`src/motion_tween_stepper_unit_macros.svh`:
```
// Assertion macros for the motion tween stepper.
`ifndef MOTION_TWEEN_STEPPER_UNIT_MACROS_SVH
`define MOTION_TWEEN_STEPPER_UNIT_MACROS_SVH
`ifndef SYNTH
`define MTS_ASSERT_NEXT(lbl, a, b) \
  lbl: assert property (@(posedge clk) disable iff (rst) (a) |=> (b)) \
    else $error("next-cycle check failed");
`define MTS_ASSERT_NOW(lbl, a, b) \
  lbl: assert property (@(posedge clk) disable iff (rst) (a) |-> (b)) \
    else $error("same-cycle check failed");
`else
`define MTS_ASSERT_NEXT(lbl, a, b)
`define MTS_ASSERT_NOW(lbl, a, b)
`endif
`endif

```
`src/mts_pkg.sv`:
```
// Shared types and constants for the motion tween stepper.
package mts_pkg;

  localparam int AXES  = 3;
  localparam int POS_W = 32;
  localparam int CNT_W = 16;
  localparam int IDX_W = 8;

  typedef enum logic [1:0] {
    MODE_DIRECT   = 2'd0,
    MODE_INTERP   = 2'd1,
    MODE_TRIP     = 2'd2,
    MODE_TRIP_LNG = 2'd3
  } mode_t;

  localparam logic CMD_TICK  = 1'b0;
  localparam logic CMD_BEGIN = 1'b1;

  localparam logic [IDX_W-1:0] REG_MODE      = IDX_W'(0);
  localparam logic [IDX_W-1:0] REG_WAIT      = IDX_W'(1);
  localparam logic [IDX_W-1:0] REG_LEG_TICKS = IDX_W'(2);
  localparam logic [IDX_W-1:0] REG_LEG_COUNT = IDX_W'(3);

  typedef enum logic [2:0] {
    LANE_HOLD,
    LANE_LOAD,
    LANE_END,
    LANE_CLAMP,
    LANE_ADD,
    LANE_START
  } lane_op_t;

  typedef struct packed {
    lane_op_t op;
    logic     negate;
  } lane_ctl_t;

endpackage

```
`src/mts_lane.sv`:
```
// One axis lane: position, step, start and target registers and the step/clamp datapath.
module mts_lane
  import mts_pkg::*;
(
  input  logic             clk,
  input  logic             rst,
  input  lane_ctl_t        ctl,
  input  logic [POS_W-1:0] ld_start,
  input  logic [POS_W-1:0] ld_tgt,
  input  logic [POS_W-1:0] ld_step,
  output logic [POS_W-1:0] pos_next,
  output logic             arrived
);

  logic [POS_W-1:0] position, position_next;
  logic [POS_W-1:0] step, step_next;
  logic [POS_W-1:0] start;
  logic [POS_W-1:0] tgt;
  logic [POS_W:0]   sum;

  assign sum = {position[POS_W-1], position} + {step[POS_W-1], step};

  always_comb begin
    if (step[POS_W-1]) begin
      arrived = $signed(sum) <= $signed({tgt[POS_W-1], tgt});
    end else begin
      arrived = $signed(sum) >= $signed({tgt[POS_W-1], tgt});
    end
  end

  always_comb begin
    unique case (ctl.op)
      LANE_HOLD:  position_next = position;
      LANE_LOAD:  position_next = ld_start;
      LANE_END:   position_next = tgt;
      LANE_CLAMP: position_next = arrived ? tgt : sum[POS_W-1:0];
      LANE_ADD:   position_next = sum[POS_W-1:0];
      LANE_START: position_next = start;
      default:    position_next = position;
    endcase
    if (ctl.op == LANE_LOAD) begin
      step_next = ld_step;
    end else if (ctl.negate) begin
      step_next = POS_W'(0) - step;
    end else begin
      step_next = step;
    end
  end

  assign pos_next = position_next;

  always_ff @(posedge clk) begin
    if (rst) begin
      position <= '0;
      step     <= '0;
      start    <= '0;
      tgt      <= '0;
    end else begin
      position <= position_next;
      step     <= step_next;
      if (ctl.op == LANE_LOAD) begin
        start <= ld_start;
        tgt   <= ld_tgt;
      end
    end
  end

endmodule

```
`src/mts_ctrl.sv`:
```
// Mode control: configuration registers, wait prescaler, leg counters and done merge.
module mts_ctrl
  import mts_pkg::*;
(
  input  logic             clk,
  input  logic             rst,
  input  logic             cfg_we,
  input  logic [IDX_W-1:0] cfg_index,
  input  logic [CNT_W-1:0] cfg_data,
  input  logic             fire,
  input  logic             cmd,
  input  logic [AXES-1:0]  arrived,
  output lane_ctl_t        ctl,
  output logic             done
);

  mode_t            mode;
  logic [CNT_W-1:0] wait_reload;
  logic [CNT_W-1:0] leg_ticks;
  logic [CNT_W-1:0] leg_count;

  logic [CNT_W-1:0] wait_left, wait_left_next;
  logic [CNT_W-1:0] leg_timer, leg_timer_next;
  logic [CNT_W-1:0] legs_left, legs_left_next;
  logic             finished, finished_next;
  logic [CNT_W-1:0] timer_dec;
  logic             all_arrived;

  assign all_arrived = &arrived;
  assign timer_dec   = leg_timer - CNT_W'(1);

  always_comb begin
    wait_left_next = wait_left;
    leg_timer_next = leg_timer;
    legs_left_next = legs_left;
    finished_next  = finished;
    ctl.op         = LANE_HOLD;
    ctl.negate     = 1'b0;
    done           = 1'b0;
    if (fire) begin
      if (cmd == CMD_BEGIN) begin
        ctl.op         = LANE_LOAD;
        wait_left_next = wait_reload;
        leg_timer_next = leg_ticks;
        legs_left_next = leg_count;
        finished_next  = 1'b0;
      end else if (finished) begin
        done = 1'b1;
      end else begin
        unique case (mode)
          MODE_DIRECT: begin
            ctl.op        = LANE_END;
            finished_next = 1'b1;
            done          = 1'b1;
          end
          MODE_INTERP: begin
            if (wait_left != '0) begin
              wait_left_next = wait_left - CNT_W'(1);
            end else begin
              wait_left_next = wait_reload;
              ctl.op         = LANE_CLAMP;
              finished_next  = all_arrived;
              done           = all_arrived;
            end
          end
          MODE_TRIP, MODE_TRIP_LNG: begin
            if (wait_left != '0) begin
              wait_left_next = wait_left - CNT_W'(1);
            end else begin
              wait_left_next = wait_reload;
              ctl.op         = LANE_ADD;
              leg_timer_next = timer_dec;
              if (timer_dec == '0) begin
                legs_left_next = legs_left - CNT_W'(1);
                leg_timer_next = leg_ticks;
                ctl.negate     = (mode == MODE_TRIP) || legs_left_next[0];
              end
            end
            if (legs_left_next == '0) begin
              ctl.op        = LANE_START;
              finished_next = 1'b1;
              done          = 1'b1;
            end
          end
          default: ctl.op = LANE_HOLD;
        endcase
      end
    end
  end

  always_ff @(posedge clk) begin
    if (rst) begin
      mode        <= MODE_DIRECT;
      wait_reload <= '0;
      leg_ticks   <= CNT_W'(1);
      leg_count   <= CNT_W'(2);
      wait_left   <= '0;
      leg_timer   <= CNT_W'(1);
      legs_left   <= '0;
      finished    <= 1'b1;
    end else begin
      if (cfg_we) begin
        unique case (cfg_index)
          REG_MODE:      mode        <= mode_t'(cfg_data[1:0]);
          REG_WAIT:      wait_reload <= cfg_data;
          REG_LEG_TICKS: leg_ticks   <= cfg_data;
          REG_LEG_COUNT: leg_count   <= cfg_data;
          default:       ;
        endcase
      end
      wait_left <= wait_left_next;
      leg_timer <= leg_timer_next;
      legs_left <= legs_left_next;
      finished  <= finished_next;
    end
  end

endmodule

```
`src/motion_tween_stepper_unit.sv`:
```
// Top level of the three-axis motion tween stepper with output register.
// Usage:
//   Input stream s_*: one beat per command. s_tuser is the command (tick or
//   begin); s_tdata carries the start, target and step vectors, used only by
//   a begin beat. Each input beat yields exactly one output beat on m_*,
//   carrying the three axis positions in m_tdata and the done flag in m_tlast.
//   Latency: the result is valid the cycle after the input beat is taken.
//   Throughput: one beat per cycle; the whole state update for an item is a
//   single 33-bit add and compare per axis lane plus the counter logic.
//   A stalled receiver holds the output register; a new input beat is taken
//   in the same cycle the held result leaves, so back-pressure passes through
//   with no bubble.
//   Configuration: cfg_valid/cfg_index/cfg_data, always ready; write only
//   while no beats are in flight. Indexes 0 mode, 1 wait reload, 2 leg
//   ticks, 3 leg count; other indexes are ignored.
//   Reset: synchronous, active high. Clears the registers to their defaults,
//   positions to zero and marks the motion finished; the output is emptied.
`include "motion_tween_stepper_unit_macros.svh"
module motion_tween_stepper_unit
  import mts_pkg::*;
(
  input  logic                 clk,
  input  logic                 rst,
  input  logic                 s_tvalid,
  output logic                 s_tready,
  input  logic [9*POS_W-1:0]   s_tdata,   // start_x, start_y, start_z, end_x, end_y,
                                          // end_z, step_x, step_y, step_z
  input  logic                 s_tuser,   // cmd
  output logic                 m_tvalid,
  input  logic                 m_tready,
  output logic [AXES*POS_W-1:0] m_tdata,  // pos_x, pos_y, pos_z
  output logic                 m_tlast,   // done_res
  input  logic                 cfg_valid,
  output logic                 cfg_ready,
  input  logic [IDX_W-1:0]     cfg_index,
  input  logic [CNT_W-1:0]     cfg_data
);

  logic                    fire;
  lane_ctl_t               ctl;
  logic                    done;
  logic [AXES-1:0]         arrived;
  logic [POS_W-1:0]        pos_next [AXES];

  assign s_tready  = !m_tvalid || m_tready;
  assign fire      = s_tvalid && s_tready;
  assign cfg_ready = 1'b1;

  mts_ctrl u_ctrl (
    .clk       (clk),
    .rst       (rst),
    .cfg_we    (cfg_valid),
    .cfg_index (cfg_index),
    .cfg_data  (cfg_data),
    .fire      (fire),
    .cmd       (s_tuser),
    .arrived   (arrived),
    .ctl       (ctl),
    .done      (done)
  );

  for (genvar a = 0; a < AXES; a++) begin : g_lane
    mts_lane u_lane (
      .clk      (clk),
      .rst      (rst),
      .ctl      (ctl),
      .ld_start (s_tdata[a*POS_W +: POS_W]),
      .ld_tgt   (s_tdata[(AXES+a)*POS_W +: POS_W]),
      .ld_step  (s_tdata[(2*AXES+a)*POS_W +: POS_W]),
      .pos_next (pos_next[a]),
      .arrived  (arrived[a])
    );
  end

  always_ff @(posedge clk) begin
    if (rst) begin
      m_tvalid <= 1'b0;
    end else if (fire) begin
      m_tvalid <= 1'b1;
    end else if (m_tready) begin
      m_tvalid <= 1'b0;
    end
  end

  always_ff @(posedge clk) begin
    if (fire) begin
      for (int a = 0; a < AXES; a++) begin
        m_tdata[a*POS_W +: POS_W] <= pos_next[a];
      end
      m_tlast <= done;
    end
  end

  `MTS_ASSERT_NEXT(a_beat_out, fire, m_tvalid)
  `MTS_ASSERT_NEXT(a_begin_not_done, fire && s_tuser == CMD_BEGIN, !m_tlast)
  `MTS_ASSERT_NOW(a_no_overrun, m_tvalid && !m_tready, !s_tready)

endmodule

```
`config.mk`:
```
export PLATFORM = sky130hd
export DESIGN_NAME = motion_tween_stepper_unit
export DESIGN_NICKNAME = d
export VERILOG_FILES = /design/src/mts_pkg.sv /design/src/mts_lane.sv /design/src/mts_ctrl.sv /design/src/motion_tween_stepper_unit.sv
export VERILOG_INCLUDE_DIRS = /design/src /design/src/src
export SDC_FILE = /design/constraint.sdc
export NUM_CORES = 2
export LEC_CHECK = 0
export BUFFER_PORTS_ARGS = -buffer_cell sky130_fd_sc_hd__buf_4
export CORE_MARGIN = 4
export CORE_UTILIZATION = 58
export DETAILED_ROUTE_END_ITERATION = 8
export PLACE_DENSITY = 0.83
export SLEW_MARGIN = 20
export SYNTH_ARGS = -nofsm -noshare
export SYNTH_HDL_FRONTEND = slang
export SYNTH_SLANG_ARGS = --single-unit
```
`constraint.sdc`:
```
create_clock -name clk -period 12 [get_ports clk]
set_clock_uncertainty 0.15 [all_clocks]
set_input_delay 3.6 -clock clk [delete_from_list [all_inputs] [get_ports clk]]
set_output_delay 3.6 -clock clk [all_outputs]
set_load 0.1 [all_outputs]
```
# After elaboration in Yosys (flattened, before gate mapping)
# Index checks and enable logic that the tools add are counted.
word_totals:
  latch_bits: 0
  mem_bits_rw: 0
  word_cells: 124
  memories: 0
  inputBits: 318
  regBits: 581
  romBits: 0
  output_inout_bits: 100
classes:
  add_sub_neg: 9
  n_mul: 0
  n_lt_le_gt_ge: 6
  eq_ne: 13
  n_bitwise: 0
  shifts: 0
  mux: 50
  n_reduce_logical: 23
  n_div: 0
ops:
  columns: ["op", "n"]
  rows:
  - ["32-bit one-hot mux with 5 select lines", 3]
  - ["16-bit two-way mux", 18]
  - ["32-bit two-way mux", 9]
  - ["32-bit by 32-bit adder with 33-bit output", 3]
  - ["33-bit by 32-bit >= comparator with 1-bit output", 3]
  - ["33-bit by 32-bit less-or-equal comparator with 1-bit output", 3]
  - ["1-bit by 32-bit subtractor with 32-bit output, first input constant", 3]
  - ["16-bit by 1-bit subtractor with 16-bit output, second input constant", 3]
  - ["16-bit logical NOT", 2]
  - ["8-bit by 2-bit equality test with 1-bit output, second input constant", 2]
  - ["16-bit nonzero test", 1]
  - ["1-bit two-way mux", 12]
  - ["4-bit two-way mux", 3]
  - ["3-bit one-hot mux with 3 select lines", 1]
  - ["3-bit AND reduction", 3]
  - ["8-bit by 1-bit equality test with 1-bit output, second input constant", 1]
  - ["8-bit logical NOT", 1]
  - ["2-bit AND reduction", 4]
  - ["2-bit nonzero test", 4]
  - ["3-bit by 2-bit equality test with 1-bit output, second input constant", 2]
  - ["3-bit equality test, second input constant", 2]
  - ["3-bit two-way mux", 2]
  - ["2-bit equality test, second input constant", 2]
  - ["2-bit != test, second input constant", 2]
  - ["other kinds (11)", 12]

# Longest topological paths before layout
logic_depth:
  depth_word: 16
  depth_mapped: 25
  mapped_depth_nobuf: 22

# Hierarchy
# From an unflattened synthesis, not the netlist that was laid out.
hier_totals:
  hier_cells: 4608
  area_unflattened_um2: 35965.7
by_module_without_submodules:
  columns: ["module", "cells_per_inst", "instances", "area_each_um2", "seq_area_each_um2"]
  rows:
  - ["mts_lane at g_lane[0].u_lane ...", 1260, 2, 9038.7, 2562.5]
  - ["mts_lane at g_lane[2].u_lane", 1285, 1, 9402.8, 2562.5]
  - ["mts_ctrl", 699, 1, 5506.5, 1981.9]
  - ["motion_tween_stepper_unit", 104, 1, 2979.1, 2932.8]

# Least setup slack after synthesis
# No wires, ideal clock.
synth_timing:
  path_kind: "input port to flip-flop"
  start: "input m_tready"
  end: "register g_lane[1].u_lane.step[14]"
  arrival_ps: 8419
  setup_slack_ps: 3346
  path_stages: 8
  required_ps: 11764
  path_buffers: 2
  setup_ps: 86
  path_cell_list: "nand2b_1 > nand2_1 > clkinv_1 > nand2_1 > clkbuf_1 > clkbuf_1 > nor2_1 > a211oi_1"
synth_via:
  elab_chain_len: 5
  elab_cells_between_ends: 6
  classes_between: "eq/ne (1); mux (2); reduce/logical (3)"
synth_rtl:
  columns: ["element", "line", "source"]
  rows:
  - ["start: declaration", "motion_tween_stepper_unit.sv:30", "input logic m_tready,"]
  - ["1-bit logical OR (*)", "motion_tween_stepper_unit.sv:45", "assign s_tready = !m_tvalid || m_tready;"]
  - ["1-bit logical AND (*)", "motion_tween_stepper_unit.sv:46", "assign fire = s_tvalid && s_tready;"]
  - ["via fire", "motion_tween_stepper_unit.sv:39", "logic fire;"]
  - ["4-bit two-way mux (*)", "mts_ctrl.sv:40", "if (fire) begin"]
  - ["3-bit by 1-bit equality test with 1-bit output", "mts_lane.sv:41", "if (ctl.op == LANE_LOAD) begin"]
  - ["32-bit two-way mux / 2-bit nonzero test (equally long branches)", null, null]
  - ["end signal: assignment", "mts_lane.sv:60", "step <= step_next;"]
  - ["end: declaration", "mts_lane.sv:16", "logic [POS_W-1:0] step, step_next;"]
# Mark *: on every way through the listed nets, which the timed path passes. The rest lies on a longest branch.
# A chain may end at the register's enable or synchronous reset.

# Worst setup path in the final report
layout_timing:
  start: "input m_tready"
  end: "output s_tready"
layout_via:
  elab_chain_len: 1
layout_rtl:
  columns: ["element", "line", "source"]
  rows:
  - ["1-bit logical OR", "motion_tween_stepper_unit.sv:45", null]
  - ["end: declaration", "motion_tween_stepper_unit.sv:25", "output logic s_tready,"]
# No other way between the ends.

==> run metrics <==
status=complete, no violations; Port-buffer cells=416; CP peak stage delay=0.31 ns; first-pass GRT wire length=155,000 um; Vias=31,700; distinct cell type count after synthesis=84; CP bufs+invs=2; GRT overflow=0; FILL cells=4,670; CP Launch Type=primary input; vias in the first global route=29,500; maximum vdd drop=119 uV; RSZ-0062 raised after global routing=false; synth warn=0; Synth async-reset ratio=0%; final hold vios=0; drt drc=0; root buffer cell=clkbuf_16; r2r endpoint=g_lane[0].u_lane.position[14]$_SDFF_PP0_; Sink Count=581; Hold Path Sink=g_lane[1].u_lane.start[24]$_SDFFE_PP0N_; GRT Total Usage=31.2%; H-tree depth=2; DIE HEIGHT=246 um; Post-synth top cells=nand2_1 (839), dfxtp_1 (484), a21oi_1 (470); die area=0.0606 sq mm; worst slew pin tran=1.09 ns; Post-Synthesis Cells=4,121; drt total wl=99,100 um; Post-Syn Area=0.0329 sq mm; CP Class=primary input to output pin; Final Instance Area=0.0383 sq mm; most used cell, CP=buf_4; Post-Syn Nets=4,644; Main synth FF type=dfxtp_1; layout cells sized above 1=13.1%; Final Critical Period=7.89 ns; Worst-path clk slew=0.06 ns; Pleak=15.7 nW; placement row count=87; Final HPWL DP=69,700 um; pwr dens=141 mW/mm^2; Post-CTS Setup Inserts=0; TritonCTS clock tree=built; Max FO, Critical Path=4; worst r2r src=g_lane[0].u_lane.step[0]$_SDFFE_PP0P_; Longest Clk Path Bufs=3; Slowest cell on crit path=buf_4; reg2reg path depth=20; Vias/cell=6.09; Ports=418; NumNets Final=4,910; Area growth syn-to-layout=16.6%; DIE WIDTH=246 um; top-count cell post-synth=nand2_1; gpl congestion=0.933; max-slew violations=0; Pwr Total=5.40 mW; Fmax achieved=127 MHz; post-synthesis sequential area ratio=38.3%; Worst Path Arrival=4.14 ns; drt first pass iters=6; Post-synth EDFFs=97; top-area cell type share of the netlist area=29.5%; Hold Path Class=register to register; synth top area cells=dfxtp_1 (29%), nand2_1 (9.6%), edfxtp_1 (8.9%), ha_1 (7.7%), a21oi_1 (7.2%); placed instance area=0.0363 sq mm; CP required=8.25 ns; Iter 0 DRT Violations=2,659; initial core utilization=58.4%; Max Cap Viol=0; area leader, netlist=dfxtp_1; Clk Latency, worst-skew pair=0.63 ns; largest net degree at the start of global routing=224; Top Family by Delay on Critical Path=buffers and inverters; cts repair resizes=0; critical path capture point type=output pin; antenna-violating nets left=0; CTS Buf Count=61; synthesized flop and latch total=581; core footprint=0.0563 sq mm; Setup Viol. Count Final=0; WL/cell=19.1 um; cts-stage hold buffer count=0; cells along the critical path=buf_4 > nand2b_1 > buf_4; Hold WS=0.303 ns; crit share post-route=65.8%; relative slew slack=27.5%; setup TNS=0 ns; hold path depth=2; internal reg-to-reg setup slack=5.08 ns; antenna violations before repair=5; Mapped Avg Cell Area=7.98 sq um; HP Start=g_lane[1].u_lane.start[24]$_SDFFE_PP0N_
[per-stage QoR]
stage | std cells | worst slack [ns] | utilization, %
floorplan | 4121 | 3.35 | -
global placement | 5080 | 4.12 | 64.5
detailed placement | 5080 | 4.11 | 64.5
CTS | 5196 | 4.11 | 68.1
global route | 5197 | 4.05 | 68.1
finish | 5199 | 4.11 | 68.1
[per-layer routing]
layer	vias up	global-route usage, %	part of all wire, %
met5	-	0	0.045
met1	14900	41.7	42
met3	220	5.71	8.4
met2	1264	51.0	46
li1	15300	-	-
met4	6	10.7	3.5
[flip-flops by register name, summed over array words and instances, names as in the netlist]
name                    cells
g_lane.u_lane.start        96
u_ctrl.leg_count           16
u_ctrl.mode                 2
g_lane.u_lane.tgt          96
m_tvalid                    1
u_ctrl.wait_left           16
u_ctrl.leg_timer           16
u_ctrl.finished             1
u_ctrl.wait_reload         16
m_tdata                    96
g_lane.u_lane.position     96
u_ctrl.legs_left           16
m_tlast                     1
g_lane.u_lane.step         96
u_ctrl.leg_ticks           16
[how the worst max path moves through the flow]
stage / from / endpoint / slack, ns / cells past startpoint
floorplan: m_tready / g_lane[1].u_lane.step[14]$_SDFFE_PP0P_ / 3.35 / 8
global placement: m_tready / s_tready / 4.12 / 3
detailed placement: m_tready / s_tready / 4.11 / 3
CTS: m_tready / s_tready / 4.11 / 3
global route: m_tready / s_tready / 4.05 / 3
finish: m_tready / s_tready / 4.11 / 3
[area by class of cell]
| type | instances | area, sq um | area share [%] |
|---|---|---|---|
| flip-flops and latches | 581 | 12600 | 32.9 |
| inverters | 169 | 637 | 1.66 |
| clock inverters | 30 | 265 | 0.692 |
| clock buffers | 86 | 1780 | 4.63 |
| well taps | 756 | 946 | 2.47 |
| repair buffers | 443 | 3360 | 8.76 |
| multi-input cells | 3131 | 18800 | 48.9 |
| diodes | 3 | 7.51 | 0.0196 |
[tightest hold or removal path: stages, from the launching register on]
cell and delay (ns):
dfxtp_1 0.31, nand2_1 0.05, a21oi_1 0.05
[cell families after synthesis]
family,synth area share [%]
adders and majority gates,7.87
DFF,38.3
AOI/OAI and AO/OA,23.9
muxes,0.335
other,0.0114
buffers and inverters,4.84
and+or+nand+nor,20.4
xor gates and xnor gates,4.26
[where the power goes]
part | total [mW] | leakage [nW] | switching [mW] | internal (mW)
Clock | 1.93 | 0.999 | 0.814 | 1.12
Combinational | 1.27 | 9.77 | 0.838 | 0.436
Sequential | 2.20 | 4.93 | 0.0973 | 2.10
[cells in the final DEF, fill, tap and decap left out, types with 65 or more instances in the layout]
master / n
a21oi_1: 470
nor2_1: 270
clkbuf_16: 65
xnor2_1: 69
a211oi_1: 104
nand3_1: 96
inv_1: 168
nand2_1: 838
o21ai_0: 158
a22o_1: 72
xor2_1: 91
dfxtp_1: 484
buf_4: 440
a31oi_1: 73
ha_1: 202
edfxtp_1: 97
(Power assumes the default switching activity.)
